## src/design/ptb_pkg.sv

```systemverilog
package ptb_pkg;

    // bank geometry
    localparam int NUM_TIMERS = 8;
    localparam int IDX_W      = (NUM_TIMERS > 1) ? $clog2(NUM_TIMERS) : 1;
    localparam int CNT_W      = 32;

    // operation codes
    typedef enum logic [1:0] {
        OP_TICK = 2'd0,
        OP_ARM  = 2'd1,
        OP_POLL = 2'd2,
        OP_NONE = 2'd3
    } t_op;

    // per-timer state codes
    typedef enum logic [1:0] {
        ST_IDLE    = 2'd0,
        ST_RUNNING = 2'd1,
        ST_EXPIRED = 2'd2
    } t_tstate;

    // input item
    typedef struct packed {
        t_op         opcode;
        logic [2:0]  which_timer;
        logic [31:0] period_ticks;
    } t_in;

    // result item
    typedef struct packed {
        logic       fired;
        logic [2:0] fired_index;
        logic       last;
    } t_res;

    // one memory word: running count and period
    typedef struct packed {
        logic [CNT_W-1:0] count;
        logic [CNT_W-1:0] period;
    } t_entry;

    // sequencer to datapath controls
    typedef struct packed {
        logic             tick_rd;
        logic             poll_chk;
        logic             empty;
        logic [IDX_W-1:0] idx;
    } t_seq_ctl;

    // requests into the count memory
    typedef struct packed {
        logic             rd_en;
        logic [IDX_W-1:0] rd_addr;
        logic             arm;
        logic [IDX_W-1:0] arm_addr;
        logic [CNT_W-1:0] arm_period;
    } t_mem_cmd;

    // tick write-back report
    typedef struct packed {
        logic             valid;
        logic             hit;
        logic [IDX_W-1:0] idx;
    } t_upd;

endpackage

```

## src/design/ptb_mem.sv

```systemverilog
module ptb_mem
    import ptb_pkg::*;
(
    input  logic     i_clk,
    input  logic     i_rst_n,
    input  t_mem_cmd i_cmd,
    output t_upd     o_upd
);

    t_entry           r_mem [NUM_TIMERS];
    t_entry           r_rd_data;
    logic             r_rd_vld;
    logic [IDX_W-1:0] r_rd_idx;

    logic [CNT_W-1:0] n_count;
    logic             hit;
    logic             wr_en;
    logic [IDX_W-1:0] wr_addr;
    t_entry           wr_data;

    // registered read
    always_ff @(posedge i_clk) begin
        if (!i_rst_n) begin
            r_rd_vld <= 1'b0;
        end else begin
            r_rd_vld <= i_cmd.rd_en;
        end
    end

    always_ff @(posedge i_clk) begin
        r_rd_idx  <= i_cmd.rd_addr;
        r_rd_data <= r_mem[i_cmd.rd_addr];
    end

    // advance the count and compare against the period
    assign n_count = r_rd_data.count + {{(CNT_W-1){1'b0}}, 1'b1};
    assign hit     = (n_count == r_rd_data.period);

    // single write port: arm or tick write-back, never both at once
    always_comb begin
        if (i_cmd.arm) begin
            wr_en          = 1'b1;
            wr_addr        = i_cmd.arm_addr;
            wr_data.count  = '0;
            wr_data.period = i_cmd.arm_period;
        end else begin
            wr_en          = r_rd_vld;
            wr_addr        = r_rd_idx;
            wr_data.count  = hit ? '0 : n_count;
            wr_data.period = r_rd_data.period;
        end
    end

    always_ff @(posedge i_clk) begin
        if (wr_en) begin
            r_mem[wr_addr] <= wr_data;
        end
    end

    assign o_upd.valid = r_rd_vld;
    assign o_upd.hit   = hit;
    assign o_upd.idx   = r_rd_idx;

endmodule

```

## src/design/ptb_seq.sv

```systemverilog
module ptb_seq
    import ptb_pkg::*;
(
    input  logic     i_clk,
    input  logic     i_rst_n,
    input  logic     i_accept,
    input  t_op      i_op,
    input  logic     i_any_exp,
    output logic     o_busy,
    output t_seq_ctl o_ctl
);

    typedef enum logic [2:0] {
        S_IDLE,
        S_TICK,
        S_DRAIN,
        S_POLL,
        S_EMPTY
    } t_state;

    localparam logic [IDX_W-1:0] LAST_IDX = IDX_W'(NUM_TIMERS - 1);

    t_state           r_state;
    logic [IDX_W-1:0] r_idx;

    // sweep sequencer
    always_ff @(posedge i_clk) begin
        if (!i_rst_n) begin
            r_state <= S_IDLE;
            r_idx   <= '0;
        end else begin
            case (r_state)
                S_IDLE: begin
                    r_idx <= '0;
                    if (i_accept) begin
                        case (i_op)
                            OP_TICK: r_state <= S_TICK;
                            OP_POLL: r_state <= i_any_exp ? S_POLL : S_EMPTY;
                            default: r_state <= S_IDLE;
                        endcase
                    end
                end
                S_TICK: begin
                    if (r_idx == LAST_IDX) begin
                        r_state <= S_DRAIN;
                    end else begin
                        r_idx <= r_idx + 1'b1;
                    end
                end
                S_POLL: begin
                    if (r_idx == LAST_IDX) begin
                        r_state <= S_IDLE;
                    end else begin
                        r_idx <= r_idx + 1'b1;
                    end
                end
                S_DRAIN: r_state <= S_IDLE;
                S_EMPTY: r_state <= S_IDLE;
                default: r_state <= S_IDLE;
            endcase
        end
    end

    assign o_busy         = (r_state != S_IDLE);
    assign o_ctl.tick_rd  = (r_state == S_TICK);
    assign o_ctl.poll_chk = (r_state == S_POLL);
    assign o_ctl.empty    = (r_state == S_EMPTY);
    assign o_ctl.idx      = r_idx;

endmodule

```

## src/design/periodic_timer_bank_unit.sv

```systemverilog
// channel   ports                     handshake
// command   start, i_item (t_in)      taken when start is high and busy is low
// result    o_valid, o_res (t_res)    one-cycle strobe, cannot be held off
//
// tick: sweeps every timer, reading memory only for non-idle ones, then a drain state for the last write-back
// poll: one timer state checked per cycle across every timer; if none expired, a single empty result instead
// arm, unused opcode and out-of-range arm: taken while busy stays low
// results trail the cycle that finds them by one register stage
// synchronous active-low reset puts every timer idle; counts and periods stay undefined
module periodic_timer_bank_unit
    import ptb_pkg::*;
(
    input  logic i_clk,
    input  logic i_rst_n,
    input  logic start,
    output logic busy,
    input  t_in  i_item,
    output logic o_valid,
    output t_res o_res
);

    t_tstate             r_tstate [NUM_TIMERS];
    logic                r_valid;
    t_res                r_res;

    logic                accept;
    logic                arm_ok;
    logic [IDX_W-1:0]    arm_idx;
    logic [NUM_TIMERS-1:0] exp_mask;
    logic [NUM_TIMERS-1:0] above_mask;
    logic                any_exp;
    logic                poll_hit;
    t_seq_ctl            ctl;
    t_mem_cmd            mem_cmd;
    t_upd                upd;

    assign accept  = start && !busy;
    assign arm_ok  = accept && (i_item.opcode == OP_ARM)
                     && (int'(i_item.which_timer) < NUM_TIMERS);
    assign arm_idx = IDX_W'(i_item.which_timer);

    // expired timers and those above the poll position
    always_comb begin
        for (int j = 0; j < NUM_TIMERS; j++) begin
            exp_mask[j]   = (r_tstate[j] == ST_EXPIRED);
            above_mask[j] = exp_mask[j] && (j > int'(ctl.idx));
        end
    end

    assign any_exp  = |exp_mask;
    assign poll_hit = ctl.poll_chk && exp_mask[ctl.idx];

    ptb_seq u_seq (
        .i_clk     (i_clk),
        .i_rst_n   (i_rst_n),
        .i_accept  (accept),
        .i_op      (i_item.opcode),
        .i_any_exp (any_exp),
        .o_busy    (busy),
        .o_ctl     (ctl)
    );

    // memory requests: skip idle timers during a tick sweep
    assign mem_cmd.rd_en      = ctl.tick_rd && (r_tstate[ctl.idx] != ST_IDLE);
    assign mem_cmd.rd_addr    = ctl.idx;
    assign mem_cmd.arm        = arm_ok;
    assign mem_cmd.arm_addr   = arm_idx;
    assign mem_cmd.arm_period = i_item.period_ticks;

    ptb_mem u_mem (
        .i_clk   (i_clk),
        .i_rst_n (i_rst_n),
        .i_cmd   (mem_cmd),
        .o_upd   (upd)
    );

    // timer state flops
    always_ff @(posedge i_clk) begin
        if (!i_rst_n) begin
            for (int j = 0; j < NUM_TIMERS; j++) begin
                r_tstate[j] <= ST_IDLE;
            end
        end else begin
            if (arm_ok) begin
                r_tstate[arm_idx] <= ST_RUNNING;
            end
            if (upd.valid && upd.hit) begin
                r_tstate[upd.idx] <= ST_EXPIRED;
            end
            if (poll_hit) begin
                r_tstate[ctl.idx] <= ST_RUNNING;
            end
        end
    end

    // result strobe
    always_ff @(posedge i_clk) begin
        if (!i_rst_n) begin
            r_valid <= 1'b0;
        end else begin
            r_valid <= poll_hit || ctl.empty;
        end
    end

    // result payload
    always_ff @(posedge i_clk) begin
        if (ctl.empty) begin
            r_res.fired       <= 1'b0;
            r_res.fired_index <= '0;
            r_res.last        <= 1'b1;
        end else begin
            r_res.fired       <= 1'b1;
            r_res.fired_index <= 3'(ctl.idx);
            r_res.last        <= ~(|above_mask);
        end
    end

    assign o_valid = r_valid;
    assign o_res   = r_res;

`ifndef ASSERT_OFF
    // a tick sweep holds off the next item
    a_tick_busy: assert property (@(posedge i_clk) disable iff (!i_rst_n)
        (accept && (i_item.opcode == OP_TICK)) |=> busy)
        else $error("tick accepted without entering sweep");

    // an empty poll result is always the final one
    a_empty_last: assert property (@(posedge i_clk) disable iff (!i_rst_n)
        (o_valid && !o_res.fired) |-> o_res.last)
        else $error("empty poll result not marked last");

    // a reported timer has been returned to running
    a_fired_running: assert property (@(posedge i_clk) disable iff (!i_rst_n)
        (o_valid && o_res.fired) |-> (r_tstate[IDX_W'(o_res.fired_index)] == ST_RUNNING))
        else $error("reported timer not running");

    // arm writes never collide with a tick write-back
    a_no_wr_clash: assert property (@(posedge i_clk) disable iff (!i_rst_n)
        arm_ok |-> !upd.valid)
        else $error("arm collides with tick write-back");
`endif

endmodule

```

## config.mk

```make
export PLATFORM = sky130hd
export DESIGN_NAME = periodic_timer_bank_unit
export DESIGN_NICKNAME = d
export VERILOG_FILES = /design/src/design/ptb_pkg.sv /design/src/design/ptb_mem.sv /design/src/design/ptb_seq.sv /design/src/design/periodic_timer_bank_unit.sv
export SDC_FILE = /design/constraint.sdc
export NUM_CORES = 1
export LEC_CHECK = 0
export BUFFER_PORTS_ARGS = -buffer_cell sky130_fd_sc_hd__clkbuf_2
export CORE_MARGIN = 5
export CORE_UTILIZATION = 25
export CTS_CLUSTER_SIZE = 20
export DETAILED_ROUTE_END_ITERATION = 12
export PLACE_DENSITY = 0.45
export SLEW_MARGIN = 40
export SYNTH_ARGS = -nofsm -noshare
export SYNTH_HDL_FRONTEND = slang
export SYNTH_SLANG_ARGS = --single-unit
```

## constraint.sdc

```tcl
create_clock -name i_clk -period 5.75 [get_ports i_clk]
set_input_delay 0.2875 -clock i_clk [delete_from_list [all_inputs] [get_ports i_clk]]
set_output_delay 0.2875 -clock i_clk [all_outputs]
set_load 0.05 [all_outputs]
```

# After elaboration in Yosys (flattened, before gate mapping)

Memory sizes are Yosys's and may differ from the RTL's. A register that Yosys moved wholly into a read port is not among the register bits.
Cells that the tools add are included.

Flip-flop bits (word level): 16
RAM bits: 528
Input port bits: 40
Output and inout port bits: 7
Word-level logic and storage cells: 109
Memories kept: 2

Memory list:

| name        | words | width | rd ports | clocked after Yosys merged registers in | wr ports | line                           | text |
|---|---|---|---|---|---|---|---|
| u_mem.r_mem | 8     | 64    | 1        | 1                                       | 1        | ptb_mem.sv:10                  | `t_entry r_mem [NUM_TIMERS];` |
| r_tstate    | 8     | 2     | 9        | 1                                       | 8        | periodic_timer_bank_unit.sv:22 | `t_tstate r_tstate [NUM_TIMERS];` |

Add/subtract/negate cells: 2
$lt $le $gt $ge: 8
Equal/unequal tests: 20
Muxes and demuxes: 38
Bitwise gates (word level): 4
Reductions and logical operators: 27

Operators with widths:

| cell                                                       | count |
|---|---|
| 2-to-1 mux 64 bit                                          | 1 |
| 2-to-1 mux 3 bit                                           | 11 |
| adder 32 x 1 -> 32 bit, second input constant              | 1 |
| equality test 32 bit                                       | 1 |
| 2-to-1 mux 32 bit                                          | 1 |
| equality test 2 bit, second input constant                 | 9 |
| 2-to-1 mux 1 bit                                           | 17 |
| > comparator 3 bit, first input constant                   | 4 |
| logical AND 1 bit                                          | 12 |
| one-hot mux 3 bit (2 select lines)                         | 2 |
| one-hot mux 3 bit (3 select lines)                         | 1 |
| OR reduction 2 bit                                         | 4 |
| OR reduction 8 bit                                         | 1 |
| OR reduction 7 bit                                         | 1 |
| equality test 3 bit, second input constant                 | 2 |
| > comparator 2 x 3 -> 1 bit, first input constant          | 2 |
| 2-to-1 mux 2 bit                                           | 3 |
| 2-to-1 mux 5 bit                                           | 1 |
| less-than comparator 3 x 4 -> 1 bit, second input constant | 1 |
| != test 2 x 1 -> 1 bit, second input constant              | 2 |
| != test 2 bit, second input constant                       | 2 |
| nonzero test 2 bit                                         | 2 |
| adder 3 x 1 -> 3 bit, second input constant                | 1 |
| binary-select mux 1 bit (select 3 bit)                     | 1 |
| 14 further kinds                                           | 16 |

# Depth between registers and ports, before layout

Gate-level depths: netlist of run 1.
An unclocked memory read counts as a cell.

Depth after elaboration: 13
Mapped depth: 11
Mapped depth without buffers: 8

# By module

From an unflattened synthesis of run 1, not the netlist that was laid out.

Cells, all modules: 1417
Area total of the unflattened synthesis: 24991.5 um2

By module, submodules not included:

| module                   | instances | cells an instance | area an instance (um2) | sequential area each (um2) |
|---|---|---|---|---|
| ptb_mem                  | 1         | 1218              | 23298.6                | 16736.1 |
| periodic_timer_bank_unit | 1         | 159               | 1326.3                 | 440.4 |
| ptb_seq                  | 1         | 40                | 366.6                  | 120.1 |

# Worst setup path after synthesis of run 1

Ideal clock, no wire load.

Path kind: register to register
Start point: register u_seq.r_state[1]
End point: memory u_mem.r_mem[1][0] (netlist name) (enable)
Library setup time: 0.486 ns
Arrival: 4.607 ns
Data required time: 5.264 ns
Setup slack: 0.656 ns
Cell stages (with the launch flop): 7
Clock period less this slack: 5.094 ns
Cell sequence: dfxtp_1 -> nor3_1 -> inv_1 -> nor3_1 -> clkbuf_1 -> a21oi_1 -> nor2_1

Longest elaborated chain between the ends: 7
Elaborated cells on any way between the ends: 8

Ends and longest elaborated chain:

| element                                | line                           | text |
|---|---|---|
| from (decl)                            | ptb_seq.sv:23                  | `t_state r_state;` |
| from (signal assigned)                 | ptb_seq.sv:38                  | `OP_POLL: r_state <= i_any_exp ? S_POLL : S_EMPTY;` |
| nonzero test 3 bit (*)                 | ptb_seq.sv:64                  | `assign o_busy = (r_state != S_IDLE);` |
| via busy                               | periodic_timer_bank_unit.sv:16 | `output logic busy,` |
| logical NOT 1 bit (*)                  | periodic_timer_bank_unit.sv:37 | `assign accept = start && !busy;` |
| logical AND 1 bit (*)                  | periodic_timer_bank_unit.sv:37 |  |
| logical AND 1 bit (*)                  | periodic_timer_bank_unit.sv:38 | `assign arm_ok = accept && (i_item.opcode == OP_ARM)` |
| 2-to-1 mux 1 bit                       | ptb_mem.sv:41                  | `if (i_cmd.arm) begin` |
| 2-to-1 mux 1 bit                       | ptb_mem.sv:55                  | `if (wr_en) begin` |
| 2-to-1 mux 1 bit (implied by the code) | ptb_mem.sv:56                  | `r_mem[wr_addr] <= wr_data;` |
| to (decl)                              | ptb_mem.sv:10                  |  |

The timed path passes the listed nets; every way through them passes the cells marked *.

==> results by group, run 1 <==
Clock network
  • Clock latency on the worst-skew pair: around 640 ps
  • Clk buf depth: 3
  • Post-CTS setup buffer count: 0
  • CTS tree: done
  • CTS resizes: 0
  • H-tree levels: 2
  • Sinks on Clock Net: between 600 and 700
  • Clock transition at the registers of the reported paths: 60 ps
  • Total CTS buffers: ~60
  • Root Buffer: clkbuf_16

Synth
  • Synth area leader: edfxtp_1
  • Ys async rst share: 0%
  • Number of synthesized flops with an enable pin: about 510
  • Warnings, synthesis: 0
  • Primary FF master, synth: edfxtp_1
  • Syn Area/Cell: ~17 um2
  • Post-synthesis sequential area ratio: 70.18%
  • Syn_nets: 1480
  • Syn Inst Count: about 1400
  • Mapped Area: ~25000 um2
  • Synth top area share: 62.17%
  • Cell variety after synth: 64
  • Register bit total from synthesis: 611
  • Ranking of synthesized cells by area: edfxtp_1, mux4_2, dfxtp_1

Worst hold path
  • Hold path start: i_item[35]
  • Hold WC Path Type: in2reg
  • Hold path depth: 4
  • Min-Delay Endpoint: u_seq.r_state[0]$_SDFFE_PN0P_

Setup path
  • Required @ worst endpoint: 6070 ps
  • Setup crit start: u_mem.r_rd_data[32]$_DFF_P_
  • Critical setup path kind: reg2reg
  • Critical path, cell by cell: ha_1 -> nand4_1 -> nor4_1 -> nand4b_1 -> xor2_1 -> xnor2_1 -> nor2_2 -> buf_4 -> a211oi_1
  • Crit end category: flop
  • Peak fanout along the critical path: 32
  • Reg2reg start: u_mem.r_rd_data[32]$_DFF_P_
  • Worst path max stage delay: roughly 760 ps
  • Worst path bufs/invs: 1
  • Max stage delay cell, worst path: a211oi_1
  • CP Launch Type: flop
  • Worst path top cell family by delay: simple AND/OR/NAND/NOR gates
  • Flop2flop setup slack: about 1100 ps
  • Crit path arrival time: 4930 ps
  • Reg2reg end: u_mem.r_mem[1][45]$_DFFE_PP_
  • Worst Reg-to-Reg Cells: 9

Finish
  • Multi-input logic area: roughly 7200 um2
  • FILL cells: 9655
  • Sequential cell area: ~17000 um2
  • Commonest non-fill, non-tap cells in the layout: edfxtp_1, mux4_2, nand2_1, dfxtp_1, mux2_2
  • Fraction of layout cells with a size suffix above 1: approximately a quarter
  • Antenna Cells: 0
  • Nets@finish: roughly 1500
  • Layout area overhead: 16.75%
  • Most common cell after layout, fill and taps aside: edfxtp_1

Place
  • Pre-CTS WS: 1093 ps
  • Port Buffers: 46
  • Dpl hpwl: 36.28 mm
  • Placer Congestion: between 0.8 and 0.9

STA
  • Final hold slack: around 67 ps
  • Final Critical Period: roughly 4600 ps
  • Slew headroom: between 40% and 50%
  • Setup-failing EPs final: 0
  • Final hold vios: 0
  • Fin crit share: around four fifths
  • Fmax: 0.2167 GHz
  • Final setup margin: ~1100 ps
  • Slew Viols, Final: 0
  • RSZ-0062 raised after global routing: false
  • TNS Setup: 0 ps
  • Layout Skew: between 20 and 25 ps
  • Worst slew pin tran: about 840 ps

Detailed routing
  • Initial drt markers: about 780
  • Drt via density: around 4.6
  • Final WL: just over 60 mm
  • Antenna Nets Post-Route: 0
  • Routed WL per cell: between 20 and 25 um
  • Detailed Routing Iterations Pass 1: 7
  • Vias after detailed routing: around 13000
  • Drt drc: 0

Global routing
  • Largest net degree at the start of global routing: 65
  • First-pass GRT wire length: about 91 mm
  • Global route overflow: 0
  • Initial antenna violation count: 0
  • Vias in the first global route: 13776
  • Total Routing Usage GR: between 10% and 20%

Floorplan
  • Die Y: between 300 and 400 um
  • Core ar.: ~100000 um2
  • I/O Pins: 47
  • Site Rows: ~120
  • Initial Utilization: 25.17%
  • Die width: about 320 um
  • Die area: 105300 um2

Power and ir drop
  • Leakage power: about 9.0 nW
  • Pwr per Cell Area: roughly 320 nW/um2
  • Peak supply drop: 0.2423 mV

Run status
  • Status: finished, final reports clean

Run
  • # Max-Cap Violations: 0
-- kinds of logic after synthesis --
family | synth area share, %
compound gates | 4.083
flops | 70.18
xor+xnor | 2.459
mux | 15.09
buf+inv | 1.614
fa+ha+maj | 0.2024
simple gates | 6.370
-- state kept, by name (all words and copies together) (netlist names), named ones only --
signal and flops:
u_seq.r_state 3, u_seq.r_idx 3, u_mem.r_rd_data 64, r_tstate 16
u_mem.r_rd_idx 3, o_valid 1, u_mem.r_rd_vld 1, u_mem.r_mem 512
o_res 5
-- power by group --
part / internal [mW] / switching (mW) / leakage (nW)
sequential: 4.86 / 0.0522 / 5.45
combinational: 0.136 / 0.214 / 2.58
clock: 2.43 / 1.67 / 1.02
total: 7.43 / 1.94 / 9.05
-- metal layers --
metal  track usage [%]  vias to the layer above  wire (um)
met2             19.65                      258      30330
met4             2.794                        0       1411
li1                  -                     5827          -
met3             1.464                       84       2007
met5                 0                        -          0
met1             15.03                     6904      26850
-- synthesized netlist by cell type (21+ instances only) --
master	count
xnor2_1	37
nor2_1	47
nor4_1	21
edfxtp_1	512
a21oi_1	30
nand4_1	21
nand2_1	129
a211oi_1	31
clkbuf_1	57
mux4_2	131
dfxtp_1	99
mux2_2	65
-- worst reg2reg max path: stages (launching register included) --
cell	delay (ps)
dfxtp_1	530
ha_1	370
nand4_1	420
nor4_1	700
nand4b_1	280
xor2_1	230
xnor2_1	560
nor2_2	80
buf_4	340
a211oi_1	780
-- stage by stage --
stage / power [mW] / utilization, % / instances / area [um2]
3_3_place_gp: 5.346 / 27.05 / 2711 / 26580
2_1_floorplan: 5.219 / - / 1436 / 24730
6_report: 9.364 / 29.38 / 2831 / 28870
3_5_place_dp: 5.353 / 27.09 / 2712 / 26620
4_1_cts: 9.494 / 29.27 / 2831 / 28760
5_1_grt: 9.719 / 29.38 / 2831 / 28870
-- worst max-delay path by stage --
| stage | endpoint | slack [ps] | cells after the start |
|---|---|---|---|
| 6_report | u_mem.r_mem[1][45]$_DFFE_PP_ | 1140 | 9 |
| 5_1_grt | u_mem.r_mem[3][62]$_DFFE_PP_ | 820 | 9 |
| 4_1_cts | u_mem.r_mem[7][42]$_DFFE_PP_ | 1060 | 9 |
| 3_5_place_dp | u_mem.r_mem[0][42]$_DFFE_PP_ | 1090 | 9 |
| 3_3_place_gp | u_mem.r_mem[6][54]$_DFFE_PP_ | 1310 | 9 |
| 2_1_floorplan | u_mem.r_mem[1][0]$_DFFE_PP_ | 660 | 6 |
-- area by class of cell --
type | instances | area share (%)
flip-flops and latches | 611 | 60.15
multi-input cells | 726 | 24.81
clock buffers | 94 | 6.097
well taps | 1287 | 5.577
repair buffers | 77 | 1.980
clock inverters | 22 | 1.205
inverters | 14 | 0.1820
-- repair_timing --
action / CTS / global route
endpoints found under the setup margin: 0 / 0
endpoints found under the hold margin: 2 / 0
hold buffers: 3 / 0
(Power assumes the default switching activity.)
==> run 2, diff against run 1 <==
==> constraint.sdc (replaced) <==
create_clock -name i_clk -period 4.75 [get_ports i_clk]
set_input_delay 0.2375 -clock i_clk [delete_from_list [all_inputs] [get_ports i_clk]]
set_output_delay 0.2375 -clock i_clk [all_outputs]
set_load 0.05 [all_outputs]
==> run 2 against run 1 <==
Against the previous run:
- die area unchanged
- critical path type unchanged
- non-clock buffer count up 26
- cell area up 1.1%
- clock-buffer cell count down 2
- clock skew up 3.6 ps
==> results by group, run 2 (synthesized netlist as in run 1, its figures left out) <==
Setup path
  • Reg2reg end: u_mem.r_mem[7][55]$_DFFE_PP_
  • Cell mode on critical path: or4_1
  • Crit path arrival time: approximately 4600 ps
  • Worst path top cell family by delay: simple AND/OR/NAND/NOR gates
  • Flop2flop setup slack: 410 ps
  • Required @ worst endpoint: about 5000 ps
  • Worst path max stage delay: ~700 ps
  • Critical path, cell by cell: nand4_2 -> or4_4 -> o311a_1 -> or4_1 -> or4_1 -> and4b_2 -> buf_12 -> a211oi_1
  • Peak fanout along the critical path: 34
  • Reg2reg start: u_mem.r_rd_data[40]$_DFF_P_
  • Critical setup path kind: reg2reg
  • Crit path to: u_mem.r_mem[7][55]$_DFFE_PP_
  • Setup crit start: u_mem.r_rd_data[40]$_DFF_P_
  • Worst Reg-to-Reg Cells: 8
  • Crit end category: flop
  • WP depth: 8
  • Worst path bufs/invs: 1
  • CP Launch Type: flop
  • Max stage delay cell, worst path: and4b_2

Clock network
  • Sinks on Clock Net: just over 600
  • CTS resizes: 0
  • Clk buf depth: 3
  • Clock transition at the registers of the reported paths: approximately 60 ps
  • H-tree levels: 3
  • CTS tree: done
  • Clock latency on the worst-skew pair: roughly 600 ps
  • Total CTS buffers: 66
  • Root Buffer: clkbuf_16

STA
  • Slew Viols, Final: 0
  • TNS Setup: 0 ps
  • Slew headroom: 44.74%
  • Final hold vios: 0
  • Final Critical Period: 4344 ps
  • Fmax: approximately 0.23 GHz
  • Worst slew pin tran: a little over 800 ps
  • Layout Skew: ~28 ps
  • Final hold slack: approximately 53 ps
  • Fin crit share: just over 90%
  • RSZ-0062 raised after global routing: false
  • Setup-failing EPs final: 0

Power and ir drop
  • Peak supply drop: 0.2842 mV
  • PnR Total Power: about 11 mW
  • Leakage power: between 9 and 10 nW
  • Pwr per Cell Area: ~390 nW/um2

Floorplan
  • Die width: 324.5 um
  • I/O Pins: 47
  • Die area: approximately 110000 um2
  • Initial Utilization: approximately a quarter
  • Core ar.: between 90000 and 100000 um2
  • Site Rows: 115
  • Die Y: ~320 um

Global routing
  • Largest net degree at the start of global routing: between 80 and 90
  • Total Routing Usage GR: a little under an eighth
  • Initial antenna violation count: 1
  • Vias in the first global route: 14155
  • Global route overflow: 0
  • First-pass GRT wire length: 92.00 mm

Finish
  • Fraction of layout cells with a size suffix above 1: between 20% and 30%
  • Commonest non-fill, non-tap cells in the layout: edfxtp_1, mux4_2, nand2_1, dfxtp_1, clkbuf_16
  • Layout area overhead: 18.09%
  • Utilization after layout: between 20% and 30%
  • Biggest regs: u_mem.r_mem (512), u_mem.r_rd_data (64), r_tstate (16)
  • Finished Layout Cells: around 2900
  • Max reg flops: 512
  • Antenna Cells: 0
  • Reg with most FFs: u_mem.r_mem
  • Nets@finish: ~1600
  • Most common cell after layout, fill and taps aside: edfxtp_1

Detailed routing
  • Routed WL per cell: between 20 and 25 um
  • Final WL: between 60 and 70 mm
  • Initial drt markers: about 820
  • Detailed Routing Iterations Pass 1: 5
  • Drt via density: ~4.6
  • Vias after detailed routing: between 10000 and 15000
  • Antenna Nets Post-Route: 0
  • Drt drc: 0

Place
  • Dpl hpwl: 36.58 mm
  • Inst Count DP: between 2000 and 3000
  • Placer Congestion: about 0.85
  • Port Buffers: 46

Run
  • # Max-Cap Violations: 0

Run status
  • Status: finished, final reports clean

Worst hold path
  • Hold WC Path Type: in2reg
run 2: cell count changes in the layout (fill, tap and decap cells not counted), moves of 3 or more:
cell,change
clkbuf_8,-6
clkbuf_1,-4
clkinv_1,+5
buf_12,+12
clkinv_4,+3
buf_4,+15
bufinv_16,-4
clkbuf_16,+8
run 2: repair_timing:
item,4_1_cts,5_1_grt
hold buffers,3,0
endpoints found under the hold margin,3,0
buffers inserted,0,0
run 2: worst register-to-register path: stages (launching register included):
cell      delay, ps
dfxtp_1         500
nand4_2         240
or4_4           600
o311a_1         370
or4_1           520
or4_1           520
and4b_2         700
buf_12          310
a211oi_1        250
run 2: how the worst min path moves through the flow:
stage	end	start	cells after the start	slack, ps
6_report	u_seq.r_state[0]$_SDFFE_PN0P_	i_item[35]	4	50
5_1_grt	u_seq.r_state[0]$_SDFFE_PN0P_	i_item[35]	4	70
4_1_cts	u_seq.r_state[0]$_SDFFE_PN0P_	i_item[35]	4	4
3_5_place_dp	u_seq.r_state[2]$_SDFFE_PN0P_	i_item[36]	3	540
3_3_place_gp	u_seq.r_state[2]$_SDFFE_PN0P_	i_item[36]	3	520
2_1_floorplan	u_mem.r_rd_idx[0]$_DFF_P_	u_seq.r_idx[0]$_SDFFE_PN0N_	0	350
run 2: area by class of cell:
| class | instances | area, um2 |
|---|---|---|
| clock buffer | 92 | 1863 |
| clock inverter | 27 | 235.2 |
| fill | 9734 | 69070 |
| inverter | 14 | 52.55 |
| multi-input combinational | 726 | 7147 |
| sequential | 611 | 17370 |
| tap | 1287 | 1610 |
| timing repair buffer | 103 | 929.6 |
run 2: layer usage:
metal | vias up | global-route usage (%) | wire length (um)
met3 | 93 | 1.921 | 2389
met1 | 6798 | 14.61 | 26170
met2 | 283 | 19.81 | 30700
met5 | - | 0 | 0
met4 | 0 | 3.852 | 1650
li1 | 5892 | - | -
run 2: report_power, final:
group / total [mW] / internal, mW / switching (mW) / leakage (nW)
Clock: 4.97 / 2.91 / 2.06 / 1.02
Combinational: 0.444 / 0.176 / 0.268 / 2.74
Sequential: 5.93 / 5.88 / 0.0527 / 5.45
run 2: per-stage QoR:
| step | setup slack (ps) | cell area, um2 |
|---|---|---|
| floorplan | -343.8 | 24730 |
| global placement | 563.7 | 26920 |
| detailed placement | 554.1 | 26980 |
| CTS | 530.2 | 29110 |
| finish | 406.0 | 29210 |
| global route | 251.5 | 29210 |
==> run 3, diff against run 2 <==
--- a/config.mk
+++ b/config.mk
@@ -11,6 +11,7 @@
 export CTS_CLUSTER_SIZE = 20
 export DETAILED_ROUTE_END_ITERATION = 12
 export PLACE_DENSITY = 0.45
+export REMOVE_ABC_BUFFERS = 1
 export SLEW_MARGIN = 40
 export SYNTH_ARGS = -nofsm -noshare
 export SYNTH_HDL_FRONTEND = slang
==> run 3 against run 2 <==
Against the previous run:
- non-clock buffer count decreased by 18
- worst hold slack better by 35 ps
- power grew 1.0%
- clock-buffer cell count rose by 5
- global-route usage about the same
- clock power is 2% higher
- largest power group unchanged
- highest routed layer is now met5
==> results by group, run 3 (synthesized netlist as in run 1, its figures left out) <==
Run status
  • Status: finished, final reports clean

Finish
  • FILL cells: roughly 9600
  • Antenna Cells: 0
  • Commonest non-fill, non-tap cells in the layout: edfxtp_1, mux4_2, nand2_1, dfxtp_1, clkbuf_16
  • Nets@finish: around 1600
  • Multi-input logic area: 7178 um2
  • Fraction of layout cells with a size suffix above 1: between 20% and 30%
  • Biggest regs: u_mem.r_mem (512), u_mem.r_rd_data (64), r_tstate (16)
  • Fin area: slightly below 30000 um2
  • Sequential cell area: between 15000 and 20000 um2
  • Max reg flops: between 500 and 600
  • Reg with most FFs: u_mem.r_mem
  • Most common cell after layout, fill and taps aside: edfxtp_1
  • Layout area overhead: 17.46%

Detailed routing
  • DRT met1 WL: approximately 27 mm
  • Top sig layer: met5
  • Routed WL per cell: 21.62 um
  • Metal2 WL: 30.19 mm
  • Initial drt markers: just over 900
  • Met3 WL: ~2.3 mm
  • Drt drc: 0
  • Drt via density: ~4.6
  • Detailed Routing Iterations Pass 1: 4
  • Antenna Nets Post-Route: 0
  • Vias after detailed routing: 13049
  • Final WL: roughly 61 mm

Place
  • Placer Congestion: between 0.8 and 0.9
  • Placed inst area: between 20000 and 30000 um2
  • Port Buffers: 46
  • Dpl hpwl: 36.12 mm

Worst hold path
  • Hold WC Path Type: in2reg
  • Hold path depth: 5

STA
  • Worst slew pin tran: 829.6 ps
  • Final Critical Period: around 4200 ps
  • TNS Setup: 0 ps
  • Setup-failing EPs final: 0
  • Fmax: ~0.24 GHz
  • Slew Viols, Final: 0
  • Final hold vios: 0
  • Slew headroom: 44.69%
  • Layout Skew: between 30 and 40 ps
  • RSZ-0062 raised after global routing: false
  • Fin crit share: roughly nine tenths

Setup path
  • Crit path arrival time: approximately 4500 ps
  • Peak fanout along the critical path: 17
  • Critical path, cell by cell: ha_1 -> nand4_1 -> buf_4 -> or4_1 -> nor4_1 -> xnor3_1 -> o2111ai_1 -> buf_4 -> nor2_2 -> buf_4 -> a211oi_1
  • Critical setup path kind: reg2reg
  • Worst path max stage delay: ~700 ps
  • Cell mode on critical path: buf_4
  • Required @ worst endpoint: approximately 5000 ps
  • Max stage delay cell, worst path: a211oi_1
  • Crit end category: flop
  • CP Launch Type: flop
  • Worst Reg-to-Reg Cells: 11

Power and ir drop
  • Pwr per Cell Area: ~400 nW/um2
  • Leakage power: around 9.1 nW
  • Peak supply drop: around 0.20 mV
  • PnR Total Power: between 10 and 15 mW

Clock network
  • Clock transition at the registers of the reported paths: about 60 ps
  • Clock latency on the worst-skew pair: roughly 600 ps
  • Total CTS buffers: a little under 70
  • Sinks on Clock Net: a little over 600
  • Clk buf depth: 3
  • H-tree levels: 3
  • CTS tree: done
  • CTS resizes: 0
  • Root Buffer: clkbuf_16
  • Post-CTS setup buffer count: 0
  • Hold-fix buffers, CTS: 3

Global routing
  • Initial antenna violation count: 1
  • Global route overflow: 0
  • Total Routing Usage GR: 11.48%
  • First-pass GRT wire length: 92.51 mm
  • Largest net degree at the start of global routing: 71
  • Vias in the first global route: around 14000

Run
  • # Max-Cap Violations: 0

Floorplan
  • Die area: approximately 110000 um2
  • Initial Utilization: 25.17%
  • I/O Pins: between 40 and 50
  • Core ar.: between 90000 and 100000 um2
  • Die width: about 320 um
  • Die Y: about 320 um
  • Site Rows: approximately 120
==> run 3: cell count changes in the layout (fill, tap and decap cells not counted), moves of 2 or more <==
cell,previous run,this run
buf_4,31,23
buf_12,18,12
clkbuf_1,18,21
clkinv_1,6,3
clkinv_2,8,11
buf_6,3,1
clkinv_4,4,2
inv_6,2,0
nor4_1,21,19
nor4_2,0,2
==> run 3: worst paths after layout <==
path	from	to	slack [ps]
worst max register to register	u_mem.r_rd_data[32]$_DFF_P_	u_mem.r_mem[1][51]$_DFFE_PP_	520
worst max-delay path	u_mem.r_rd_data[32]$_DFF_P_	u_mem.r_mem[1][51]$_DFFE_PP_	520
worst min-delay path	i_item[35]	u_seq.r_state[1]$_SDFFE_PN0P_	90
worst min register to register	r_tstate[2][0]$_SDFFE_PP0P_	r_tstate[2][0]$_SDFFE_PP0P_	550
==> run 3: through the flow <==
step	hold slack (ps)	utilization, %	worst slack [ps]	instances
2_1_floorplan	365.7	-	-3650	1351
3_3_place_gp	519.5	27.18	648.5	2719
3_5_place_dp	537.2	27.22	538.4	2720
4_1_cts	44.75	29.44	533.8	2844
5_1_grt	112.3	29.56	282.1	2844
6_report	88.15	29.56	521.4	2844
==> run 3: critical path, delay by kind of cell (launching register included) <==
family                     cells  cell delay, ps
xor gates and xnor gates       1             300
DFF                            1             520
AOI/OAI and AO/OA              2             810
adders and majority gates      1             400
buffers and inverters          3             670
and+or+nand+nor                4            1160
==> run 3: layer usage <==
metal | vias up | track usage [%]
met3 | 99 | 1.976
met2 | 239 | 19.33
met1 | 6863 | 15.26
met5 | - | 0
met4 | 2 | 3.531
li1 | 5846 | -
==> run 3: final cells by class <==
class,count,share of cell area [%]
Timing Repair Buffer,85,2.356
Sequential cell,611,59.79
Inverter,14,0.1809
Multi-Input combinational cell,726,24.71
Clock inverter,24,0.8356
Clock buffer,97,6.586
Tap cell,1287,5.543
==> run 3: power by group <==
part           switching [mW]  internal (mW)
Clock                    2.07           3.03
Sequential             0.0635           5.88
Combinational           0.259          0.169
Total                    2.39           9.08
